$ cat src/hw/rtl/fqpd_pkg.sv
// shared types and constants of the flit queue with packet drop
package fqpd_pkg;

   localparam int DEPTH_DEFAULT        = 64;
   localparam int PAYLOAD_BITS_DEFAULT = 32;

   localparam int REQ_DATA_W = 64;
   localparam int REQ_USER_W = 4;
   localparam int RSP_DATA_W = 88;
   localparam int RSP_USER_W = 3;

   localparam logic [1:0] KIND_HEAD = 2'd0;
   localparam logic [1:0] KIND_TAIL = 2'd2;

   typedef enum logic [1:0] {
      ACT_PUSH   = 2'd0,
      ACT_POP    = 2'd1,
      ACT_FIND   = 2'd2,
      ACT_REMOVE = 2'd3
   } action_type;

   typedef struct packed {
      logic [1:0]  kind;
      logic [15:0] id;
      logic [7:0]  count;
      logic [7:0]  seq;
   } header_type;

   typedef struct packed {
      logic load;
      logic shift;
   } cell_ctrl_type;

   typedef struct packed {
      logic head_match;
      logic tail;
   } cell_flags_type;

   typedef struct packed {
      logic load;
      logic step;
   } tree_cmd_type;

endpackage

$ cat src/hw/rtl/fqpd_tree.sv
// registered first-hit search, halving the candidates every cycle that step is asserted
module fqpd_tree #(
   parameter int DEPTH = fqpd_pkg::DEPTH_DEFAULT
) (
   input  logic                       clock,
   input  fqpd_pkg::tree_cmd_type     cmd,
   input  logic [DEPTH-1:0]           leaf_hit,
   input  logic [7:0]                 leaf_count [DEPTH],
   output logic                       hit,
   output logic [$clog2(DEPTH)-1:0]   index,
   output logic [7:0]                 count
);
   import fqpd_pkg::*;

   localparam int ADDR_W = $clog2(DEPTH);
   localparam int TSIZE  = 1 << ADDR_W;
   localparam int HALF   = TSIZE / 2;

   logic              hit_ff [TSIZE];
   logic [ADDR_W-1:0] idx_ff [TSIZE];
   logic [7:0]        cnt_ff [TSIZE];

   for (genvar g = 0; g < TSIZE; g++) begin : g_node
      logic              load_hit;
      logic [7:0]        load_cnt;
      logic              step_hit;
      logic [ADDR_W-1:0] step_idx;
      logic [7:0]        step_cnt;

      if (g < DEPTH) begin : g_leaf
         assign load_hit = leaf_hit[g];
         assign load_cnt = leaf_count[g];
      end else begin : g_pad
         assign load_hit = 1'b0;
         assign load_cnt = 8'd0;
      end

      if (g < HALF) begin : g_pair
         assign step_hit = hit_ff[2*g] | hit_ff[2*g+1];
         assign step_idx = hit_ff[2*g] ? idx_ff[2*g] : idx_ff[2*g+1];
         assign step_cnt = hit_ff[2*g] ? cnt_ff[2*g] : cnt_ff[2*g+1];
      end else begin : g_hold
         assign step_hit = hit_ff[g];
         assign step_idx = idx_ff[g];
         assign step_cnt = cnt_ff[g];
      end

      always_ff @(posedge clock) begin
         if (cmd.load) begin
            hit_ff[g] <= load_hit;
            idx_ff[g] <= ADDR_W'(g);
            cnt_ff[g] <= load_cnt;
         end else if (cmd.step) begin
            hit_ff[g] <= step_hit;
            idx_ff[g] <= step_idx;
            cnt_ff[g] <= step_cnt;
         end
      end
   end

   assign hit   = hit_ff[0];
   assign index = idx_ff[0];
   assign count = cnt_ff[0];

endmodule

$ cat config.mk
export PLATFORM = sky130hd
export DESIGN_NAME = fqpd_tree
export DESIGN_NICKNAME = d
export VERILOG_FILES = /design/src/hw/rtl/fqpd_pkg.sv /design/src/hw/rtl/fqpd_tree.sv
export SDC_FILE = /design/constraint.sdc
export NUM_CORES = 1
export LEC_CHECK = 0
export CAP_MARGIN = 30
export CORE_ASPECT_RATIO = 1.25
export CORE_MARGIN = 2
export CORE_UTILIZATION = 40
export CTS_BUF_LIST = sky130_fd_sc_hd__clkbuf_8
export CTS_CLUSTER_DIAMETER = 40
export CTS_CLUSTER_SIZE = 10
export DETAILED_ROUTE_END_ITERATION = 8
export DONT_BUFFER_PORTS = 1
export HOLD_SLACK_MARGIN = 0.12
export PLACE_DENSITY = 0.53
export SYNTH_ARGS = -nofsm -noshare
export SYNTH_HDL_FRONTEND = slang
export SYNTH_SLANG_ARGS = --single-unit
$ cat constraint.sdc
create_clock -name clock -period 28.1 [get_ports clock]
set_clock_uncertainty 0.15 [all_clocks]
set_input_delay 1.405 -clock clock [delete_from_list [all_inputs] [get_ports clock]]
set_output_delay 1.405 -clock clock [all_outputs]
set_load 0.03 [all_outputs]
==> impl_metrics.tcl, run 1 <==
set metrics [dict create \
    outcome "finished with violations" \
    violations "slew limit" \
    criticalPathCategory "input pin to flop" \
    drtIter0Drc 679 \
    finalSetupTns_ps 0 \
    syn_area_per_cell_um2 19.0 \
    synth_enable_flop_cells 675 \
    ir_worst_vdd_v 0.0000544 \
    async_reset_ff_share_pct 0 \
    post_cts_resized 0 \
    antenna_found_initial 17 \
    final_util_pct 44.5 \
    cts_setup_buffers 0 \
    synth-seq-cells 675 \
    grt_remaining_overflow 0 \
    rows 110 \
    synthTopCellsByArea "edfxtp_1 70%, mux2_4 12%, mux2_2 11%, mux2i_1 2.5%, buf_6 1.2%" \
    gp_congestion 0.778 \
    crit_path_start_kind "input pin" \
    die_w_um 244 \
    slew_violations 95 \
    setup_ws_ps 23830 \
    synth_top_family_by_area "multiplexers" \
    crit_cells 5 \
    yosys_warnings 0 \
    slowest_delay_ps 830 \
    yosysSeqAreaShare_pct 70.2 \
    synth.top_cell.area_share_pct 70.2 \
    synth-simple-area-share_pct 1.81 \
    min_path_type "flop to flop" \
    clockPowerShare_pct 38.6 \
    synthAdderAreaFrac_pct 0 \
    core_area_um2 71700 \
    cts_root_buf "clkbuf_8" \
    required_ps 28410 \
    place_ws_ps 23090 \
    min_period_ps 4270 \
    setup_viol 0 \
    finish.instance_area_um2 31900 \
    syn-instance-count 1518 \
    synthMuxAreaShare_pct 25.1 \
    p_sw_w 0.000521 \
    vias 12800 \
    critPathArrivalTime_ps 4580 \
    postPlaceCellArea_um2 29500 \
    grt_pass1_vias 13700 \
    synth_nets 2097 \
    yosys.area_share.xor_xnor_pct 0 \
    cts_tree "yes" \
    multi_input_area_um2 7820 \
    yosysMostFrequentCell "edfxtp_1" \
    max_freq_mhz 234 \
    r2r-start "hit_ff[0][6]" \
    ys.flop_type "edfxtp_1" \
    nets 2118 \
    rsz0062_at_grt "no" \
    die_h_um 304 \
    via_per_inst 4.97 \
    tightest_slew_ps 1670 \
    cts_hold_buffers 0 \
    drtPass1Iterations 4 \
    seqPwrFrac_pct 54.2 \
    cts_made_buffers 104 \
    p_leak_nw 11.6 \
    area_delta_synth_final_pct 10.3 \
    crit_path_end_kind "flop" \
    grt_pass1_wl_um 92200 \
    max_slew_margin_pct -11.1 \
    clk_pin_slew_ps 70 \
    pin_count 594 \
    startpoint "cmd[1]" \
    powerDensity_nw_per_um2 72.9 \
    synth.distinct_cells 25 \
    drt-wirelength-per-cell_um 25.1 \
    syn-cell-area_um2 28900 \
    drcViolationCount 0 \
    seq_area_um2 20300 \
    switching_share_pct 22.4 \
    synth_common_cells "675 x edfxtp_1, 280 x mux2_2, 224 x mux2_4, 83 x nor2_1, 73 x mux2i_1" \
    cp_top_family "buffers and inverters" \
    fp.dieArea_um2 74400 \
    cts_max_path_buffers 3 \
    maxCapViolCount 0 \
    clock-sinks 675 \
    internal-power_w 0.00180 \
    drive_gt1_share_pct 42.0 \
    n_fill_cell 6202 \
    cts_htree_levels 3 \
    hold_viol 0 \
    cp_max_fo 291 \
    hold_depth 1 \
    grt_max_degree 292 \
    dp_hpwl_um 44000 \
    rr_worst_depth 2 \
    p_comb_share_pct 7.2 \
    synth_compound_area_share_pct 0.156 \
    routed_wl_um 64800 \
    grt_use_total_pct 17.0 \
    yosys.area.top_type "edfxtp_1" \
    timing.final.crit_share_pct 15.2 \
    cp_slowest_cell "inv_8" \
    numPortBuffers 0 \
    start_util_pct 40.3 \
    ant_nets 0 \
    worst-path-buf-inv 3 \
    clk_latency_ps 720 \
    hp-start "idx_ff[0][86]" \
    path_cells "nand2b_4 > inv_8 > buf_4 > buf_12 > mux2_2" \
]
-- placed cells by master (no fill, tap or decap), drive strengths merged, types with 6 or more instances in the layout --
| cell type | synthesis | layout |
|---|---|---|
| clkbuf | 24 | 108 |
| buf | 70 | 9 |
| and2 | 6 | 6 |
| diode | 0 | 14 |
| nand2 | 30 | 30 |
| mux2i | 73 | 73 |
| edfxtp | 675 | 675 |
| clkinv | 1 | 36 |
| clkinvlp | 0 | 11 |
| mux2 | 504 | 504 |
| bufinv | 0 | 13 |
| nor2 | 83 | 83 |
| inv | 35 | 52 |
-- cells by family (layout without fill, tap and decap cells) --
group                  Yosys count  after routing
other                            0             14
muxes                          577            577
DFF                            675            675
AOI/OAI and AO/OA                8              8
buffers and inverters          130            229
and+or+nand+nor                128            128
-- layer usage --
layer	global-route usage (%)	vias up	wire length, um
li1	-	5857	-
met1	19.5	6440	24900
met2	29.7	433	34000
met3	5.24	98	4580
met4	6.34	6	1290
met5	0	-	35
-- final cells by class --
type                            instances  share of cell area (%)
Inverter                               36                   0.447
Timing Repair Buffer                    9                   0.479
Sequential cell                       675                    63.6
Multi-Input combinational cell        713                    24.5
Clock inverter                         76                    2.46
Clock buffer                          108                    4.66
Tap cell                              952                    3.74
Antenna cell                           14                   0.110
-- worst paths after layout --
check	end	slack, ps
worst min-delay path	idx_ff[0][44]	360
worst max-delay path	cnt_ff[0][159]	23830
worst min register to register	idx_ff[0][44]	360
worst max register to register	cnt_ff[0][30]	26040
-- power by group through the flow --
stage          Clock (W)  Sequential, W  Combinational [W]
5_1_grt         0.000966        0.00127           0.000181
4_1_cts         0.000928        0.00126           0.000170
3_5_place_dp           0        0.00128           0.000169
3_3_place_gp           0        0.00128           0.000167
6_report        0.000898        0.00126           0.000167
2_1_floorplan          0        0.00125           0.000166
-- stage by stage --
stage	hold WS (ps)	cells	total power [W]
floorplan	332	1518	0.00142
global placement	346	2382	0.00145
detailed placement	346	2384	0.00145
CTS	362	2568	0.00236
global route	365	2583	0.00241
finish	360	2583	0.00232
-- state kept, by name, indices dropped and copies added (netlist names) --
name    count
cnt_ff    512
idx_ff     99
hit_ff     64
No activity file was read; power rests on OpenSTA's default activity.
==> run 2: changes to the inputs <==
Settings changed: ABC_AREA from default to 1, PLACE_DENSITY 0.53 to 0.55.
Clock period 28.1 ns to 3.7 ns, I/O delays scaled along.
==> run 2 against run 1 <==
- the flow now stops in clock tree synthesis
- synthesized cell count up 74%
- synthesized area down 3.3%
==> impl_metrics.tcl, run 2 <==
set metrics [dict create \
    outcome "stopped before the end" \
    stop_stage "clock tree synthesis" \
    error "[ERROR RSZ-0060] Max buffer count reached." \
    rows 108 \
    cts_htree_levels 3 \
    die_w_um 240 \
    cts_max_path_buffers 3 \
    syn_area_per_cell_um2 10.6 \
    numPortBuffers 0 \
    yosys.area.top_type "edfxtp_1" \
    cts_setup_buffers 0 \
    synth_nets 3224 \
    dp_hpwl_um 53100 \
    async_reset_ff_share_pct 0 \
    cts_made_buffers 97 \
    yosys_warnings 0 \
    die_h_um 299 \
    start_util_pct 40.3 \
    synth_enable_flop_cells 675 \
    pin_count 594 \
    synth_common_cells "1647 x nand2_1, 675 x edfxtp_1, 78 x buf_2, 63 x nor2_1, 36 x clkbuf_1" \
    synth.top_cell.area_share_pct 72.6 \
    synth-seq-cells 675 \
    post_cts_resized 0 \
    gp_congestion 0.933 \
    yosysMostFrequentCell "nand2_1" \
    syn-cell-area_um2 27900 \
    clock-sinks 675 \
    synthTopCellsByArea "edfxtp_1 73%, nand2_1 22%, buf_2 1.4%, nor2_1 0.85%, o21ai_0 0.63%" \
    ys.flop_type "edfxtp_1" \
    cts_root_buf "clkbuf_8" \
    syn-instance-count 2645 \
    synth.distinct_cells 15 \
    yosysSeqAreaShare_pct 72.6 \
    cts_hold_buffers 728 \
]
[run 2: cell types whose count changed after synthesis, sizes merged, moves of 6 or more]
cell / previous run / this run
nand2: 30 / 1648
mux2: 504 / 0
mux2i: 73 / 0
o21ai: 2 / 35
a21oi: 4 / 32
buf: 70 / 94
nor2: 83 / 63
clkbuf: 24 / 39
nand3: 2 / 15
clkinv: 1 / 9
and2: 6 / 0
[run 2: kinds of logic after synthesis]
group | count (synthesis) | share of synthesized area (%)
DFF | 675 | 72.6
and+or+nand+nor | 1728 | 23.3
buffers and inverters | 174 | 2.92
AOI/OAI and AO/OA | 68 | 1.23
[run 2: per-stage QoR]
stage	cells	instance area, um2	hold WS (ps)	setup slack, ps	utilization [%]
after floorplan	2645	27900	134	316	-
after global placement	3467	28700	134	1460	41.4
after detailed placement	3468	28700	134	1380	41.4
==> run 3: changes to the inputs <==
Settings changed: CORE_ASPECT_RATIO 1.25 to default, CORE_UTILIZATION 40 to 25, CTS_BUF_LIST sky130_fd_sc_hd__clkbuf_8 to default, CTS_CLUSTER_DIAMETER 40 to default, CTS_CLUSTER_SIZE 10 to default, HOLD_SLACK_MARGIN 0.12 to default, PLACE_DENSITY 0.55 to default, PLACE_DENSITY_LB_ADDON from default to 0.15.
Clock period 3.7 ns to 4.81 ns, I/O delays scaled along.
==> run 3 against run 2 <==
- the flow now finishes, with violations (hold timing, slew limit)
- synthesized area unchanged
- synthesized cell count is the same
==> impl_metrics.tcl, run 3 <==
set metrics [dict create \
    tightest_slew_ps 2260 \
    nets 3815 \
    internal-power_w 0.0115 \
    antenna_found_initial 28 \
    vias 20200 \
    yosysSeqAreaShare_pct 72.6 \
    cp_max_fo 16 \
    clk_latency_ps 650 \
    core_area_um2 111000 \
    min_period_ps 2450 \
    switching_share_pct 23.7 \
    synth-seq-cells 675 \
    seqPwrFrac_pct 48.6 \
    setup_viol 0 \
    syn_area_per_cell_um2 10.6 \
    hold_depth 0 \
    timing.final.crit_share_pct 51.0 \
    top_register "cnt_ff" \
    cts_root_buf "clkbuf_16" \
    cts_tree "yes" \
    crit_path_end_kind "flop" \
    cts_hold_buffers 622 \
    rows 122 \
    holdWs_ps -281 \
    fp.dieArea_um2 114000 \
    numPortBuffers 0 \
    die_h_um 338 \
    grt_remaining_overflow 0 \
    hold_viol 2 \
    area_delta_synth_final_pct 37.5 \
    p_total_w 0.0151 \
    synth_common_cells "1647 x nand2_1, 675 x edfxtp_1, 78 x buf_2, 63 x nor2_1, 36 x clkbuf_1" \
    ir_worst_vdd_v 0.000299 \
    top_regs "cnt_ff x512, idx_ff x99, hit_ff x64" \
    clk_pin_slew_ps 60 \
    maxCapViolCount 0 \
    finalSetupTns_ps 0 \
    p_sw_w 0.00359 \
    gp_congestion 0.815 \
    critPathArrivalTime_ps 2690 \
    ant_nets 0 \
    crit_path_start_kind "flop" \
    cts_max_path_buffers 3 \
    final_util_pct 34.7 \
    n_fill_cell 11300 \
    slew_violations 215 \
    yosys_warnings 0 \
    yosysMostFrequentCell "nand2_1" \
    ys.flop_type "edfxtp_1" \
    syn-cell-area_um2 27900 \
    required_ps 5050 \
    start_util_pct 25.2 \
    p_comb_share_pct 9.0 \
    synthTopCellsByArea "edfxtp_1 73%, nand2_1 22%, buf_2 1.4%, nor2_1 0.85%, o21ai_0 0.63%" \
    drcViolationCount 0 \
    final_cell_mix "1646 x nand2_1, 675 x edfxtp_1, 622 x dlygate4sd3_1" \
    clock-sinks 675 \
    clockPowerShare_pct 42.4 \
    grt_pass1_vias 21600 \
    max_slew_margin_pct -50.4 \
    cts_htree_levels 3 \
    violations "hold timing, slew limit" \
    drtPass1Iterations 5 \
    synth.top_cell.area_share_pct 72.6 \
    cts_made_buffers 83 \
    grt_use_total_pct 15.5 \
    grt_max_degree 291 \
    max_freq_mhz 408 \
    syn-instance-count 2645 \
    drt-wirelength-per-cell_um 18.8 \
    synth.distinct_cells 15 \
    final_common_cell "nand2_1" \
    outcome "finished with violations" \
    min_path_type "input pin to flop" \
    powerDensity_nw_per_um2 394 \
    synth_enable_flop_cells 675 \
    dp_hpwl_um 62000 \
    die_w_um 338 \
    p_leak_nw 15.9 \
    largest_register_ff_count 512 \
    rsz0062_at_grt "no" \
    pin_count 594 \
    rr_worst_depth 6 \
    grt_pass1_wl_um 135000 \
    drive_gt1_share_pct 4.21 \
    routed_wl_um 90300 \
    drtIter0Drc 1106 \
    synth_nets 3224 \
    async_reset_ff_share_pct 0 \
    via_per_inst 4.20 \
    yosys.area.top_type "edfxtp_1" \
    criticalPathCategory "flop to flop" \
]
[run 3: cell counts after synthesis]
No cell type changed its count.
[run 3: layer usage]
layer,global-route usage (%),up-vias,share of wire (%)
li1,-,9819,-
met1,19.1,9675,42
met2,26.7,550,50
met3,3.69,136,6.0
met4,4.88,20,2.3
met5,0,-,0.13
[run 3: metrics by stage]
stage	cells	area, um2	setup slack [ps]
4_1_cts	4790	38400	2300
3_3_place_gp	4017	29400	2350
3_5_place_dp	4017	29400	2370
6_report	4805	38400	2360
2_1_floorplan	2645	27900	261
5_1_grt	4802	38400	2210
[run 3: critical path, cell delays in order (launching register included)]
cell           delay (ps)
edfxtp_1              740
inv_1                 430
nand2_1               170
nand2_1                60
nand2_1                60
nand2_1                40
dlygate4sd3_1         550
[run 3: kinds of logic (layout without fill, tap and decap cells)]
family | count (synthesis) | count (layout) | share of synthesized area [%]
other | 0 | 15 | 0
flip-flops | 675 | 675 | 72.6
AO/OA/AOI/OAI | 68 | 68 | 1.23
buffers and inverters | 174 | 831 | 2.92
AND/OR/NAND/NOR | 1728 | 1728 | 23.3
[run 3: what timing repair did]
action                     CTS  global route
buffers inserted             0             0
hold endpoints to repair   866           288
resized for setup            0             0
setup endpoints to repair    0             0
[run 3: worst paths after layout]
kind,from,to,slack (ps)
setup / recovery,hit_ff[0][2],cnt_ff[0][12],2360
hold / removal,cmd[1],hit_ff[1][11],-280
setup reg to reg,hit_ff[0][2],cnt_ff[0][12],2360
hold reg to reg,idx_ff[0][86],idx_ff[0][44],360
[run 3: power by group through the flow]
stage / logic [W] / clock network [W] / registers [W]
finish: 0.00137 / 0.00641 / 0.00735
global placement: 0.000924 / 0 / 0.00747
global route: 0.00155 / 0.00683 / 0.00740
detailed placement: 0.000930 / 0 / 0.00747
CTS: 0.00139 / 0.00660 / 0.00735
floorplan: 0.000764 / 0 / 0.00732
[run 3: final cells by class]
cell class / count / area [um2] / share of cell area (%)
sequential: 675 / 20300 / 52.8
multi-input combinational: 1796 / 6890 / 17.9
timing repair buffer: 639 / 6430 / 16.7
clock buffer: 99 / 2160 / 5.62
tap: 1488 / 1860 / 4.85
clock inverter: 52 / 601 / 1.56
inverter: 41 / 154 / 0.401
antenna: 15 / 37.5 / 0.0977
